`config.mk`:
```
export PLATFORM = sky130hd
export DESIGN_NAME = hsv_to_rgb_converter_unit_flat
export DESIGN_NICKNAME = d
export VERILOG_FILES = /design/src/rtl/hsvrgb_pkg.sv /design/src/rtl/hsvrgb_in_if.sv /design/src/rtl/hsvrgb_out_if.sv /design/src/rtl/hsvrgb_front.sv /design/src/rtl/hsvrgb_mix.sv /design/src/rtl/hsvrgb_out.sv /design/src/rtl/hsv_to_rgb_converter_unit.sv /design/src/flat_wrapper.sv
export SDC_FILE = /design/constraint.sdc
export NUM_CORES = 2
export LEC_CHECK = 0
export ABC_CLOCK_PERIOD_IN_PS = 16600
export BUFFER_PORTS_ARGS = -buffer_cell sky130_fd_sc_hd__buf_2
export CORE_MARGIN = 2
export CORE_UTILIZATION = 35
export DETAILED_ROUTE_END_ITERATION = 7
export PLACE_DENSITY_LB_ADDON = 0.08
export SLEW_MARGIN = 5
export SYNTH_ARGS = -nofsm -noshare
export SYNTH_HDL_FRONTEND = slang
export SYNTH_SLANG_ARGS = --single-unit
export TNS_END_PERCENT = 1
```
`constraint.sdc`:
```
create_clock -name clk -period 16.6 [get_ports clk]
set_input_delay 0.83 -clock clk [delete_from_list [all_inputs] [get_ports clk]]
set_output_delay 0.83 -clock clk [all_outputs]
set_load 0.005 [all_outputs]
```
`src/rtl/hsvrgb_pkg.sv`:
```
`timescale 1ns / 1ps
`default_nettype none

package hsvrgb_pkg;

    // Number formats
    localparam int FRAC_BITS   = 16;
    localparam int IN_W        = 18;
    localparam int CH_W        = 8;
    localparam int UNIT_W      = FRAC_BITS + 1;
    localparam int HUE_SECTORS = 6;
    localparam int H6_W        = FRAC_BITS + 3;
    localparam int EXT_W       = (IN_W > FRAC_BITS) ? IN_W : FRAC_BITS;
    localparam int CMP_W       = ((IN_W > UNIT_W) ? IN_W : UNIT_W) + 1;
    localparam int PROD_W      = 2 * UNIT_W;

    localparam logic [UNIT_W-1:0] ONE = UNIT_W'(1) << FRAC_BITS;

    // Hue sector, 0..5 around the color wheel
    typedef enum logic [2:0] {
        SEC_RED     = 3'd0,
        SEC_YELLOW  = 3'd1,
        SEC_GREEN   = 3'd2,
        SEC_CYAN    = 3'd3,
        SEC_BLUE    = 3'd4,
        SEC_MAGENTA = 3'd5
    } sector_t;

    // Front end to mix stage
    typedef struct packed {
        logic [UNIT_W-1:0] val;
        logic [UNIT_W-1:0] one_m_s;
        logic [UNIT_W-1:0] sf;
        logic [UNIT_W-1:0] s_one_m_f;
        sector_t           sec;
        logic [CH_W-1:0]   alpha;
    } front_t;

    // Mix stage to output stage
    typedef struct packed {
        logic [UNIT_W-1:0] val;
        logic [UNIT_W-1:0] p;
        logic [UNIT_W-1:0] q;
        logic [UNIT_W-1:0] t;
        sector_t           sec;
        logic [CH_W-1:0]   alpha;
    } mix_t;

endpackage

`default_nettype wire

```
`src/rtl/hsvrgb_in_if.sv`:
```
`timescale 1ns / 1ps
`default_nettype none

interface hsvrgb_in_if;
    logic                                  valid;
    logic                                  ready;
    logic signed [hsvrgb_pkg::IN_W-1:0]    hue;
    logic signed [hsvrgb_pkg::IN_W-1:0]    saturation;
    logic signed [hsvrgb_pkg::IN_W-1:0]    brightness;
    logic        [hsvrgb_pkg::CH_W-1:0]    alpha_in;

    modport source (output valid, hue, saturation, brightness, alpha_in, input ready);
    modport sink   (input valid, hue, saturation, brightness, alpha_in, output ready);
endinterface

`default_nettype wire

```
`src/rtl/hsvrgb_out_if.sv`:
```
`timescale 1ns / 1ps
`default_nettype none

interface hsvrgb_out_if;
    logic                           valid;
    logic                           ready;
    logic [hsvrgb_pkg::CH_W-1:0]    red;
    logic [hsvrgb_pkg::CH_W-1:0]    green;
    logic [hsvrgb_pkg::CH_W-1:0]    blue;
    logic [hsvrgb_pkg::CH_W-1:0]    alpha_out;

    modport source (output valid, red, green, blue, alpha_out, input ready);
    modport sink   (input valid, red, green, blue, alpha_out, output ready);
endinterface

`default_nettype wire

```
`src/rtl/hsvrgb_front.sv`:
```
`timescale 1ns / 1ps
`default_nettype none

// Stages 1 and 2: clamp, hue sector split, saturation products
module hsvrgb_front (
    input  wire logic            clk,
    input  wire logic            rst_n,
    hsvrgb_in_if.sink            pix_in,
    output logic                 fr_valid,
    input  wire logic            fr_ready,
    output hsvrgb_pkg::front_t   fr_data
);

    function automatic logic [hsvrgb_pkg::UNIT_W-1:0] clamp_unit(
        input logic signed [hsvrgb_pkg::IN_W-1:0] x
    );
        logic [hsvrgb_pkg::CMP_W-1:0] xe;
        logic [hsvrgb_pkg::CMP_W-1:0] one_e;
        xe    = hsvrgb_pkg::CMP_W'(x);
        one_e = hsvrgb_pkg::CMP_W'(hsvrgb_pkg::ONE);
        if (xe[hsvrgb_pkg::CMP_W-1])
            return '0;
        else if (xe > one_e)
            return hsvrgb_pkg::ONE;
        else
            return hsvrgb_pkg::UNIT_W'(xe);
    endfunction

    // Stage 1 registers
    logic                              s1_valid_reg;
    logic [hsvrgb_pkg::UNIT_W-1:0]     s1_sat_reg;
    logic [hsvrgb_pkg::UNIT_W-1:0]     s1_val_reg;
    hsvrgb_pkg::sector_t               s1_sec_reg;
    logic [hsvrgb_pkg::FRAC_BITS-1:0]  s1_frac_reg;
    logic [hsvrgb_pkg::CH_W-1:0]       s1_alpha_reg;

    // Stage 2 registers
    logic                              s2_valid_reg;
    hsvrgb_pkg::front_t                s2_data_reg;

    logic s1_ready;
    logic s2_ready;

    logic signed [hsvrgb_pkg::EXT_W-1:0] hue_ext;
    logic [hsvrgb_pkg::FRAC_BITS-1:0]    hue_frac;
    logic [hsvrgb_pkg::H6_W-1:0]         h6_next;

    logic [hsvrgb_pkg::UNIT_W-1:0]       one_m_f;
    logic [hsvrgb_pkg::PROD_W-1:0]       sf_prod;
    logic [hsvrgb_pkg::PROD_W-1:0]       s1f_prod;
    hsvrgb_pkg::front_t                  s2_data_next;

    assign s2_ready     = !s2_valid_reg || fr_ready;
    assign s1_ready     = !s1_valid_reg || s2_ready;
    assign pix_in.ready = s1_ready;

    // Hue: keep the fraction (wrap mod one), scale by six
    assign hue_ext  = hsvrgb_pkg::EXT_W'(pix_in.hue);
    assign hue_frac = hue_ext[hsvrgb_pkg::FRAC_BITS-1:0];
    assign h6_next  = hsvrgb_pkg::H6_W'(hue_frac) * hsvrgb_pkg::H6_W'(hsvrgb_pkg::HUE_SECTORS);

    always_ff @(posedge clk or negedge rst_n)
    begin
        if (!rst_n)
        begin
            s1_valid_reg <= 1'b0;
            s2_valid_reg <= 1'b0;
        end
        else
        begin
            if (s1_ready)
                s1_valid_reg <= pix_in.valid;
            if (s2_ready)
                s2_valid_reg <= s1_valid_reg;
        end
    end

    // Stage 1 payload
    always_ff @(posedge clk)
    begin
        if (s1_ready && pix_in.valid)
        begin
            s1_sat_reg   <= clamp_unit(pix_in.saturation);
            s1_val_reg   <= clamp_unit(pix_in.brightness);
            s1_sec_reg   <= hsvrgb_pkg::sector_t'(
                                h6_next[hsvrgb_pkg::H6_W-1:hsvrgb_pkg::FRAC_BITS]);
            s1_frac_reg  <= h6_next[hsvrgb_pkg::FRAC_BITS-1:0];
            s1_alpha_reg <= pix_in.alpha_in;
        end
    end

    // Stage 2: s*f and s*(1-f), each scaled back by one
    assign one_m_f  = hsvrgb_pkg::ONE - hsvrgb_pkg::UNIT_W'(s1_frac_reg);
    assign sf_prod  = hsvrgb_pkg::PROD_W'(s1_sat_reg) * hsvrgb_pkg::PROD_W'(s1_frac_reg);
    assign s1f_prod = hsvrgb_pkg::PROD_W'(s1_sat_reg) * hsvrgb_pkg::PROD_W'(one_m_f);

    always_comb
    begin
        s2_data_next.val       = s1_val_reg;
        s2_data_next.one_m_s   = hsvrgb_pkg::ONE - s1_sat_reg;
        s2_data_next.sf        = hsvrgb_pkg::UNIT_W'(sf_prod >> hsvrgb_pkg::FRAC_BITS);
        s2_data_next.s_one_m_f = hsvrgb_pkg::UNIT_W'(s1f_prod >> hsvrgb_pkg::FRAC_BITS);
        s2_data_next.sec       = s1_sec_reg;
        s2_data_next.alpha     = s1_alpha_reg;
    end

    always_ff @(posedge clk)
    begin
        if (s2_ready && s1_valid_reg)
            s2_data_reg <= s2_data_next;
    end

    assign fr_valid = s2_valid_reg;
    assign fr_data  = s2_data_reg;

endmodule

`default_nettype wire

```
`src/rtl/hsvrgb_mix.sv`:
```
`timescale 1ns / 1ps
`default_nettype none

// Stage 3: p, q and t as brightness times the scaled factors
module hsvrgb_mix (
    input  wire logic                 clk,
    input  wire logic                 rst_n,
    input  wire logic                 fr_valid,
    output logic                      fr_ready,
    input  wire hsvrgb_pkg::front_t   fr_data,
    output logic                      mx_valid,
    input  wire logic                 mx_ready,
    output hsvrgb_pkg::mix_t          mx_data
);

    logic                           mx_valid_reg;
    hsvrgb_pkg::mix_t               mx_data_reg;
    hsvrgb_pkg::mix_t               mx_data_next;
    logic                           st_ready;

    logic [hsvrgb_pkg::UNIT_W-1:0]  q_fac;
    logic [hsvrgb_pkg::UNIT_W-1:0]  t_fac;
    logic [hsvrgb_pkg::PROD_W-1:0]  p_prod;
    logic [hsvrgb_pkg::PROD_W-1:0]  q_prod;
    logic [hsvrgb_pkg::PROD_W-1:0]  t_prod;

    assign st_ready = !mx_valid_reg || mx_ready;
    assign fr_ready = st_ready;

    assign q_fac  = hsvrgb_pkg::ONE - fr_data.sf;
    assign t_fac  = hsvrgb_pkg::ONE - fr_data.s_one_m_f;
    assign p_prod = hsvrgb_pkg::PROD_W'(fr_data.val) * hsvrgb_pkg::PROD_W'(fr_data.one_m_s);
    assign q_prod = hsvrgb_pkg::PROD_W'(fr_data.val) * hsvrgb_pkg::PROD_W'(q_fac);
    assign t_prod = hsvrgb_pkg::PROD_W'(fr_data.val) * hsvrgb_pkg::PROD_W'(t_fac);

    always_comb
    begin
        mx_data_next.val   = fr_data.val;
        mx_data_next.p     = hsvrgb_pkg::UNIT_W'(p_prod >> hsvrgb_pkg::FRAC_BITS);
        mx_data_next.q     = hsvrgb_pkg::UNIT_W'(q_prod >> hsvrgb_pkg::FRAC_BITS);
        mx_data_next.t     = hsvrgb_pkg::UNIT_W'(t_prod >> hsvrgb_pkg::FRAC_BITS);
        mx_data_next.sec   = fr_data.sec;
        mx_data_next.alpha = fr_data.alpha;
    end

    always_ff @(posedge clk or negedge rst_n)
    begin
        if (!rst_n)
            mx_valid_reg <= 1'b0;
        else if (st_ready)
            mx_valid_reg <= fr_valid;
    end

    always_ff @(posedge clk)
    begin
        if (st_ready && fr_valid)
            mx_data_reg <= mx_data_next;
    end

    assign mx_valid = mx_valid_reg;
    assign mx_data  = mx_data_reg;

endmodule

`default_nettype wire

```
`src/rtl/hsvrgb_out.sv`:
```
`timescale 1ns / 1ps
`default_nettype none

// Stage 4: per-sector channel select and scale to bytes
module hsvrgb_out (
    input  wire logic               clk,
    input  wire logic               rst_n,
    input  wire logic               mx_valid,
    output logic                    mx_ready,
    input  wire hsvrgb_pkg::mix_t   mx_data,
    hsvrgb_out_if.source            pix_out
);

    // floor(x * 255 / one) as (x << 8) - x
    function automatic logic [hsvrgb_pkg::CH_W-1:0] to_byte(
        input logic [hsvrgb_pkg::UNIT_W-1:0] x
    );
        logic [hsvrgb_pkg::UNIT_W+hsvrgb_pkg::CH_W-1:0] sc;
        sc = {x, hsvrgb_pkg::CH_W'(0)} - (hsvrgb_pkg::UNIT_W + hsvrgb_pkg::CH_W)'(x);
        return sc[hsvrgb_pkg::FRAC_BITS+hsvrgb_pkg::CH_W-1:hsvrgb_pkg::FRAC_BITS];
    endfunction

    logic                           out_valid_reg;
    logic [hsvrgb_pkg::CH_W-1:0]    red_reg;
    logic [hsvrgb_pkg::CH_W-1:0]    green_reg;
    logic [hsvrgb_pkg::CH_W-1:0]    blue_reg;
    logic [hsvrgb_pkg::CH_W-1:0]    alpha_reg;
    logic                           st_ready;

    logic [hsvrgb_pkg::UNIT_W-1:0]  r_sel;
    logic [hsvrgb_pkg::UNIT_W-1:0]  g_sel;
    logic [hsvrgb_pkg::UNIT_W-1:0]  b_sel;

    assign st_ready = !out_valid_reg || pix_out.ready;
    assign mx_ready = st_ready;

    // Six-way channel select
    always_comb
    begin
        case (mx_data.sec)
            hsvrgb_pkg::SEC_RED:
            begin
                r_sel = mx_data.val; g_sel = mx_data.t;   b_sel = mx_data.p;
            end
            hsvrgb_pkg::SEC_YELLOW:
            begin
                r_sel = mx_data.q;   g_sel = mx_data.val; b_sel = mx_data.p;
            end
            hsvrgb_pkg::SEC_GREEN:
            begin
                r_sel = mx_data.p;   g_sel = mx_data.val; b_sel = mx_data.t;
            end
            hsvrgb_pkg::SEC_CYAN:
            begin
                r_sel = mx_data.p;   g_sel = mx_data.q;   b_sel = mx_data.val;
            end
            hsvrgb_pkg::SEC_BLUE:
            begin
                r_sel = mx_data.t;   g_sel = mx_data.p;   b_sel = mx_data.val;
            end
            default:
            begin
                r_sel = mx_data.val; g_sel = mx_data.p;   b_sel = mx_data.q;
            end
        endcase
    end

    always_ff @(posedge clk or negedge rst_n)
    begin
        if (!rst_n)
            out_valid_reg <= 1'b0;
        else if (st_ready)
            out_valid_reg <= mx_valid;
    end

    always_ff @(posedge clk)
    begin
        if (st_ready && mx_valid)
        begin
            red_reg   <= to_byte(r_sel);
            green_reg <= to_byte(g_sel);
            blue_reg  <= to_byte(b_sel);
            alpha_reg <= mx_data.alpha;
        end
    end

    assign pix_out.valid     = out_valid_reg;
    assign pix_out.red       = red_reg;
    assign pix_out.green     = green_reg;
    assign pix_out.blue      = blue_reg;
    assign pix_out.alpha_out = alpha_reg;

endmodule

`default_nettype wire

```
`src/rtl/hsv_to_rgb_converter_unit.sv`:
```
// HSV to RGB color converter with alpha pass-through.
//
// pix_in  (sink): hue, saturation, brightness in signed fixed point with
//   FRAC_BITS fraction bits, plus an alpha byte. A transfer happens on a
//   clock edge with valid and ready both high.
// pix_out (source): red, green, blue bytes and the unchanged alpha byte.
//
// Four register stages: clamp and sector split, saturation products,
// brightness products (p, q, t), channel select and byte scaling.
// A pixel passes through each stage register in turn before it shows as
// valid on pix_out. Throughput is one pixel per clock while pix_out.ready
// stays high; the pipeline stages, each with a valid bit, set that rate.
//
// Reset clears all valid bits; the pipeline comes up empty and ready.
// When the receiver holds ready low, the output holds its pixel and each
// stage keeps filling until it holds an item; up to four pixels are held
// in flight before pix_in.ready drops. Nothing is lost or repeated.
`timescale 1ns / 1ps
`default_nettype none

module hsv_to_rgb_converter_unit (
    input  wire logic       clk,
    input  wire logic       rst_n,
    hsvrgb_in_if.sink       pix_in,
    hsvrgb_out_if.source    pix_out
);

    logic                 fr_valid;
    logic                 fr_ready;
    hsvrgb_pkg::front_t   fr_data;
    logic                 mx_valid;
    logic                 mx_ready;
    hsvrgb_pkg::mix_t     mx_data;

    hsvrgb_front u_front (
        .clk      (clk),
        .rst_n    (rst_n),
        .pix_in   (pix_in),
        .fr_valid (fr_valid),
        .fr_ready (fr_ready),
        .fr_data  (fr_data)
    );

    hsvrgb_mix u_mix (
        .clk      (clk),
        .rst_n    (rst_n),
        .fr_valid (fr_valid),
        .fr_ready (fr_ready),
        .fr_data  (fr_data),
        .mx_valid (mx_valid),
        .mx_ready (mx_ready),
        .mx_data  (mx_data)
    );

    hsvrgb_out u_out (
        .clk      (clk),
        .rst_n    (rst_n),
        .mx_valid (mx_valid),
        .mx_ready (mx_ready),
        .mx_data  (mx_data),
        .pix_out  (pix_out)
    );

    // Items in flight, for checking only
    logic [2:0] inflight_reg;
    logic [2:0] inflight_next;
    logic       in_xfer;
    logic       out_xfer;

    assign in_xfer  = pix_in.valid && pix_in.ready;
    assign out_xfer = pix_out.valid && pix_out.ready;

    always_comb
    begin
        inflight_next = inflight_reg;
        if (in_xfer && !out_xfer)
            inflight_next = inflight_reg + 3'd1;
        else if (out_xfer && !in_xfer)
            inflight_next = inflight_reg - 3'd1;
    end

    always_ff @(posedge clk or negedge rst_n)
    begin
        if (!rst_n)
            inflight_reg <= '0;
        else
            inflight_reg <= inflight_next;
    end

    // Pipeline never holds more than its four stages
    a_inflight_max: assert property (@(posedge clk) disable iff (!rst_n)
        inflight_reg <= 3'd4)
        else $error("more items in flight than stages");

    // An empty pipeline always takes input
    a_empty_ready: assert property (@(posedge clk) disable iff (!rst_n)
        (inflight_reg == 3'd0) |-> pix_in.ready)
        else $error("empty pipeline not ready");

    // No output without an item inside
    a_no_phantom: assert property (@(posedge clk) disable iff (!rst_n)
        pix_out.valid |-> (inflight_reg != 3'd0))
        else $error("output valid with nothing in flight");

    // A lone transfer into an idle pipeline later shows as valid on pix_out
    a_latency: assert property (@(posedge clk) disable iff (!rst_n)
        (in_xfer && inflight_reg == 3'd0 && !pix_out.valid) |=> ##3 pix_out.valid)
        else $error("result missing after pipeline latency");

endmodule

`default_nettype wire
```
`src/flat_wrapper.sv`:
```
// flat-port wrapper written by rule: the top's interface ports become plain ports
module hsv_to_rgb_converter_unit_flat 
  (clk, rst_n, pix_in_valid, pix_in_hue, pix_in_saturation, pix_in_brightness, pix_in_alpha_in, pix_in_ready, pix_out_valid, pix_out_red, pix_out_green, pix_out_blue, pix_out_alpha_out, pix_out_ready);
  hsvrgb_in_if pix_in_i ();
  hsvrgb_out_if pix_out_i ();
  input  wire logic clk;
  input  wire logic rst_n;
  input wire logic [$bits(pix_in_i.valid)-1:0] pix_in_valid;
  input wire logic [$bits(pix_in_i.hue)-1:0] pix_in_hue;
  input wire logic [$bits(pix_in_i.saturation)-1:0] pix_in_saturation;
  input wire logic [$bits(pix_in_i.brightness)-1:0] pix_in_brightness;
  input wire logic [$bits(pix_in_i.alpha_in)-1:0] pix_in_alpha_in;
  output wire logic [$bits(pix_in_i.ready)-1:0] pix_in_ready;
  output wire logic [$bits(pix_out_i.valid)-1:0] pix_out_valid;
  output wire logic [$bits(pix_out_i.red)-1:0] pix_out_red;
  output wire logic [$bits(pix_out_i.green)-1:0] pix_out_green;
  output wire logic [$bits(pix_out_i.blue)-1:0] pix_out_blue;
  output wire logic [$bits(pix_out_i.alpha_out)-1:0] pix_out_alpha_out;
  input wire logic [$bits(pix_out_i.ready)-1:0] pix_out_ready;
  assign pix_in_i.valid = pix_in_valid;
  assign pix_in_i.hue = pix_in_hue;
  assign pix_in_i.saturation = pix_in_saturation;
  assign pix_in_i.brightness = pix_in_brightness;
  assign pix_in_i.alpha_in = pix_in_alpha_in;
  assign pix_in_ready = pix_in_i.ready;
  assign pix_out_valid = pix_out_i.valid;
  assign pix_out_red = pix_out_i.red;
  assign pix_out_green = pix_out_i.green;
  assign pix_out_blue = pix_out_i.blue;
  assign pix_out_alpha_out = pix_out_i.alpha_out;
  assign pix_out_i.ready = pix_out_ready;
  hsv_to_rgb_converter_unit u_core (.clk(clk), .rst_n(rst_n), .pix_in(pix_in_i), .pix_out(pix_out_i));
endmodule
```
==> summary.txt <==
Setup path
  • Worst path most repeated cell: fa_1
  • Slowest cell delay on critical path: 0.88 ns
  • CP delay by family, top: adder cells
  • Slowest-stage cell, CP: xor2_2
  • Cell count of the worst reg-to-reg path: 28
  • Critical Path AT: between 9 and 10 ns
  • Worst R2R Setup Slack: roughly 7.7 ns
  • Buf+Inv Stages, Crit Path: 5
  • Critical path endpoint category: register
  • Startpoint types: register
  • Critical path class: reg -> reg
  • CP Max Fanout: 18
  • FF-to-FF End: u_core.u_mix.mx_data[43]
  • Critical Path RT: 16.92 ns
  • Reg2Reg Launch Point: u_core.u_front.fr_data[28]

Logic synthesis
  • Average size of a mapped cell: a little over 9 sq um
  • Synth Register Bits: about 250
  • Post-synthesis cell area: 0.0557 sq mm
  • Post-synth EDFFs: 250
  • Netlist cell types: 86
  • Top cells by count, synth: 1,330 x inv_1, 1,062 x fa_1, 964 x nand2_1
  • Top FF cell, synth: edfxtp_1
  • Most frequent cell after synthesis: inv_1
  • Top cells by area, synth: fa_1 38%, edfxtp_1 13%, ha_1 13%
  • Synth warn: 0
  • Mapped Nets: 7,671
  • Asr flop ratio synth: under 10%
  • Area leader, netlist: fa_1
  • Post-synthesis cell count: ~6k
  • Synth top area share: about two fifths
  • Sequential area share after synthesis: a little over an eighth

Detailed routing
  • Drt initial violations: about 1.6k
  • Number of remaining DRC errors: 0
  • Post-route ant nets: 0
  • Pre-Repair DR Iteration Count: 5
  • Vias: 38.5k
  • Routed WL: ~160,000 microns
  • Drt wl/cell: 19.4 microns
  • Vias per cell: around 4.8

Clock tree
  • CTS Sinks: roughly 250
  • PostCTS Resize Cnt: 0
  • Total CTS buffers: 34
  • TritonCTS clock tree: built
  • Root Driver: clkbuf_16
  • Cts hold-fix bufs: 0
  • Skew-Pair Late Insertion Delay: 0.61 ns
  • Clk pin slew, worst setup/hold paths: 0.08 ns
  • H-tree depth: 2
  • Setup bufs post-CTS: 0
  • Max clock buf depth: 3

Global routing
  • First-pass GRT wire length: ~250,000 microns
  • Antenna violations before repair: 8
  • GR Util All Layers: between 10% and 20%
  • Vias in the first global route: 41.6k
  • Largest net degree at the start of global routing: 71
  • GR Overflow Total: 0

STA
  • Tcrit/Tclk final: between 50 and 60%
  • Final worst setup slack: 7.69 ns
  • Max-slew violation count: 0
  • Fmax: between 100 and 150 MHz
  • Clock Skew: 0.0441 ns
  • Final min period: between 8 and 9 ns
  • Setup TNS Final: 0 ns
  • RSZ-0062 raised after global routing: false
  • # setup viols final: 0
  • Worst-margin pin slew: between 1 and 1.5 ns
  • Final Hold Viols: 0
  • Rel. slew slack: between 10% and 20%

Status
  • Status: finished, final reports clean

Flow run
  • Max-cap violations: 0

Place
  • Routability cong.: between 0.8 and 0.9
  • Placed insts: about 8.0k
  • Placement Setup Slack: around 7.6 ns
  • I/O Buffers: a little under 100
  • Area of placed instances: roughly 0.06 sq mm
  • Post-DP HPWL: 117,000 microns

Floorplanning
  • IO Count: 100
  • Die Span Y: 403 microns
  • # rows: between 100 and 150
  • Die area: 0.162 sq mm
  • Initial core utilization: 35.2%
  • Die W: 403 microns
  • Core ar.: approximately 0.16 sq mm

Layout
  • FILL cells: between 15k and 20k
  • Nets: about 7.6k
  • Synth-to-Final Area Change: 7.18%
  • Final cell count without fillers: 8,037
  • Design area: 0.0596 sq mm
  • Share of cells above drive strength 1: approximately 5.4%

Hold path
  • Type of the worst min-delay path: in -> async
## layout by cell type, fill, tap and decap left out, types with 7 or more instances in the layout
master,Yosys,layout
nor2_1,138,138
edfxtp_1,250,250
a31oi_1,7,7
a211oi_1,22,22
xnor2_1,132,124
nand2_1,964,964
nand3_1,28,28
a41oi_1,8,8
a221oi_1,7,7
nor2b_1,30,29
or4_1,8,8
o31ai_1,9,9
nor3b_1,8,8
nor3_1,53,53
xor2_1,48,43
o21a_1,28,28
fa_1,1062,1062
nand4_1,13,13
buf_2,14,97
o211ai_1,10,10
and2_1,528,525
inv_1,1330,1330
buf_4,5,107
and3_1,24,24
or2_2,7,7
mux2i_1,37,37
ha_1,558,558
a21o_1,31,31
nand2b_1,15,15
o21ai_0,62,62
nor4_1,27,27
or3_1,10,10
mux2_2,10,10
a21oi_1,119,119
xnor2_2,0,8
clkbuf_16,0,34
## routing by layer
layer | track usage (%) | part of all wire [%]
met2 | 34.2 | 48
met1 | 27.1 | 46
met5 | 0 | 0
met3 | 2.03 | 3.4
met4 | 3.80 | 1.8
## metrics by stage
stage	util [%]	hold slack [ns]
floorplan	-	0.400
global placement	37.0	0.401
detailed placement	37.0	0.405
CTS	37.7	0.00291
global route	37.7	0.0143
finish	37.7	0.0447
## kinds of logic after synthesis
kind of cell    after synthesis  share of synthesized area, %
xor+xnor                    181                          2.86
fa+ha+maj                  1620                          50.7
compound gates              379                          4.53
simple gates               1877                          16.1
buf+inv                    1623                          11.1
flops                       254                          13.7
mux                          51                          1.00
## how the worst max path moves through the flow
stage | slack [ns] | cells after the start | from | end
2_1_floorplan | 9.01 | 29 | u_core.u_front.fr_data[28] | u_core.u_mix.mx_data[43]
3_3_place_gp | 7.68 | 28 | u_core.u_front.fr_data[28] | u_core.u_mix.mx_data[43]
3_5_place_dp | 7.64 | 28 | u_core.u_front.fr_data[28] | u_core.u_mix.mx_data[43]
4_1_cts | 7.59 | 28 | u_core.u_front.fr_data[28] | u_core.u_mix.mx_data[43]
5_1_grt | 7.11 | 28 | u_core.u_front.fr_data[28] | u_core.u_mix.mx_data[44]
6_report | 7.69 | 28 | u_core.u_front.fr_data[28] | u_core.u_mix.mx_data[43]
## final cells by class
cell class	instances	area (sq um)	share of cell area (%)
antenna	6	15.0	0.0252
clock buffer	36	858	1.44
clock inverter	25	293	0.491
inverter	1332	5000	8.38
multi-input combinational	4108	42000	70.4
sequential	254	7610	12.8
tap	2072	2590	4.35
timing repair buffer	204	1290	2.16
Power is not shown: default switching activity piles up to over one toggle a cycle in this logic, so the estimate is an artifact.
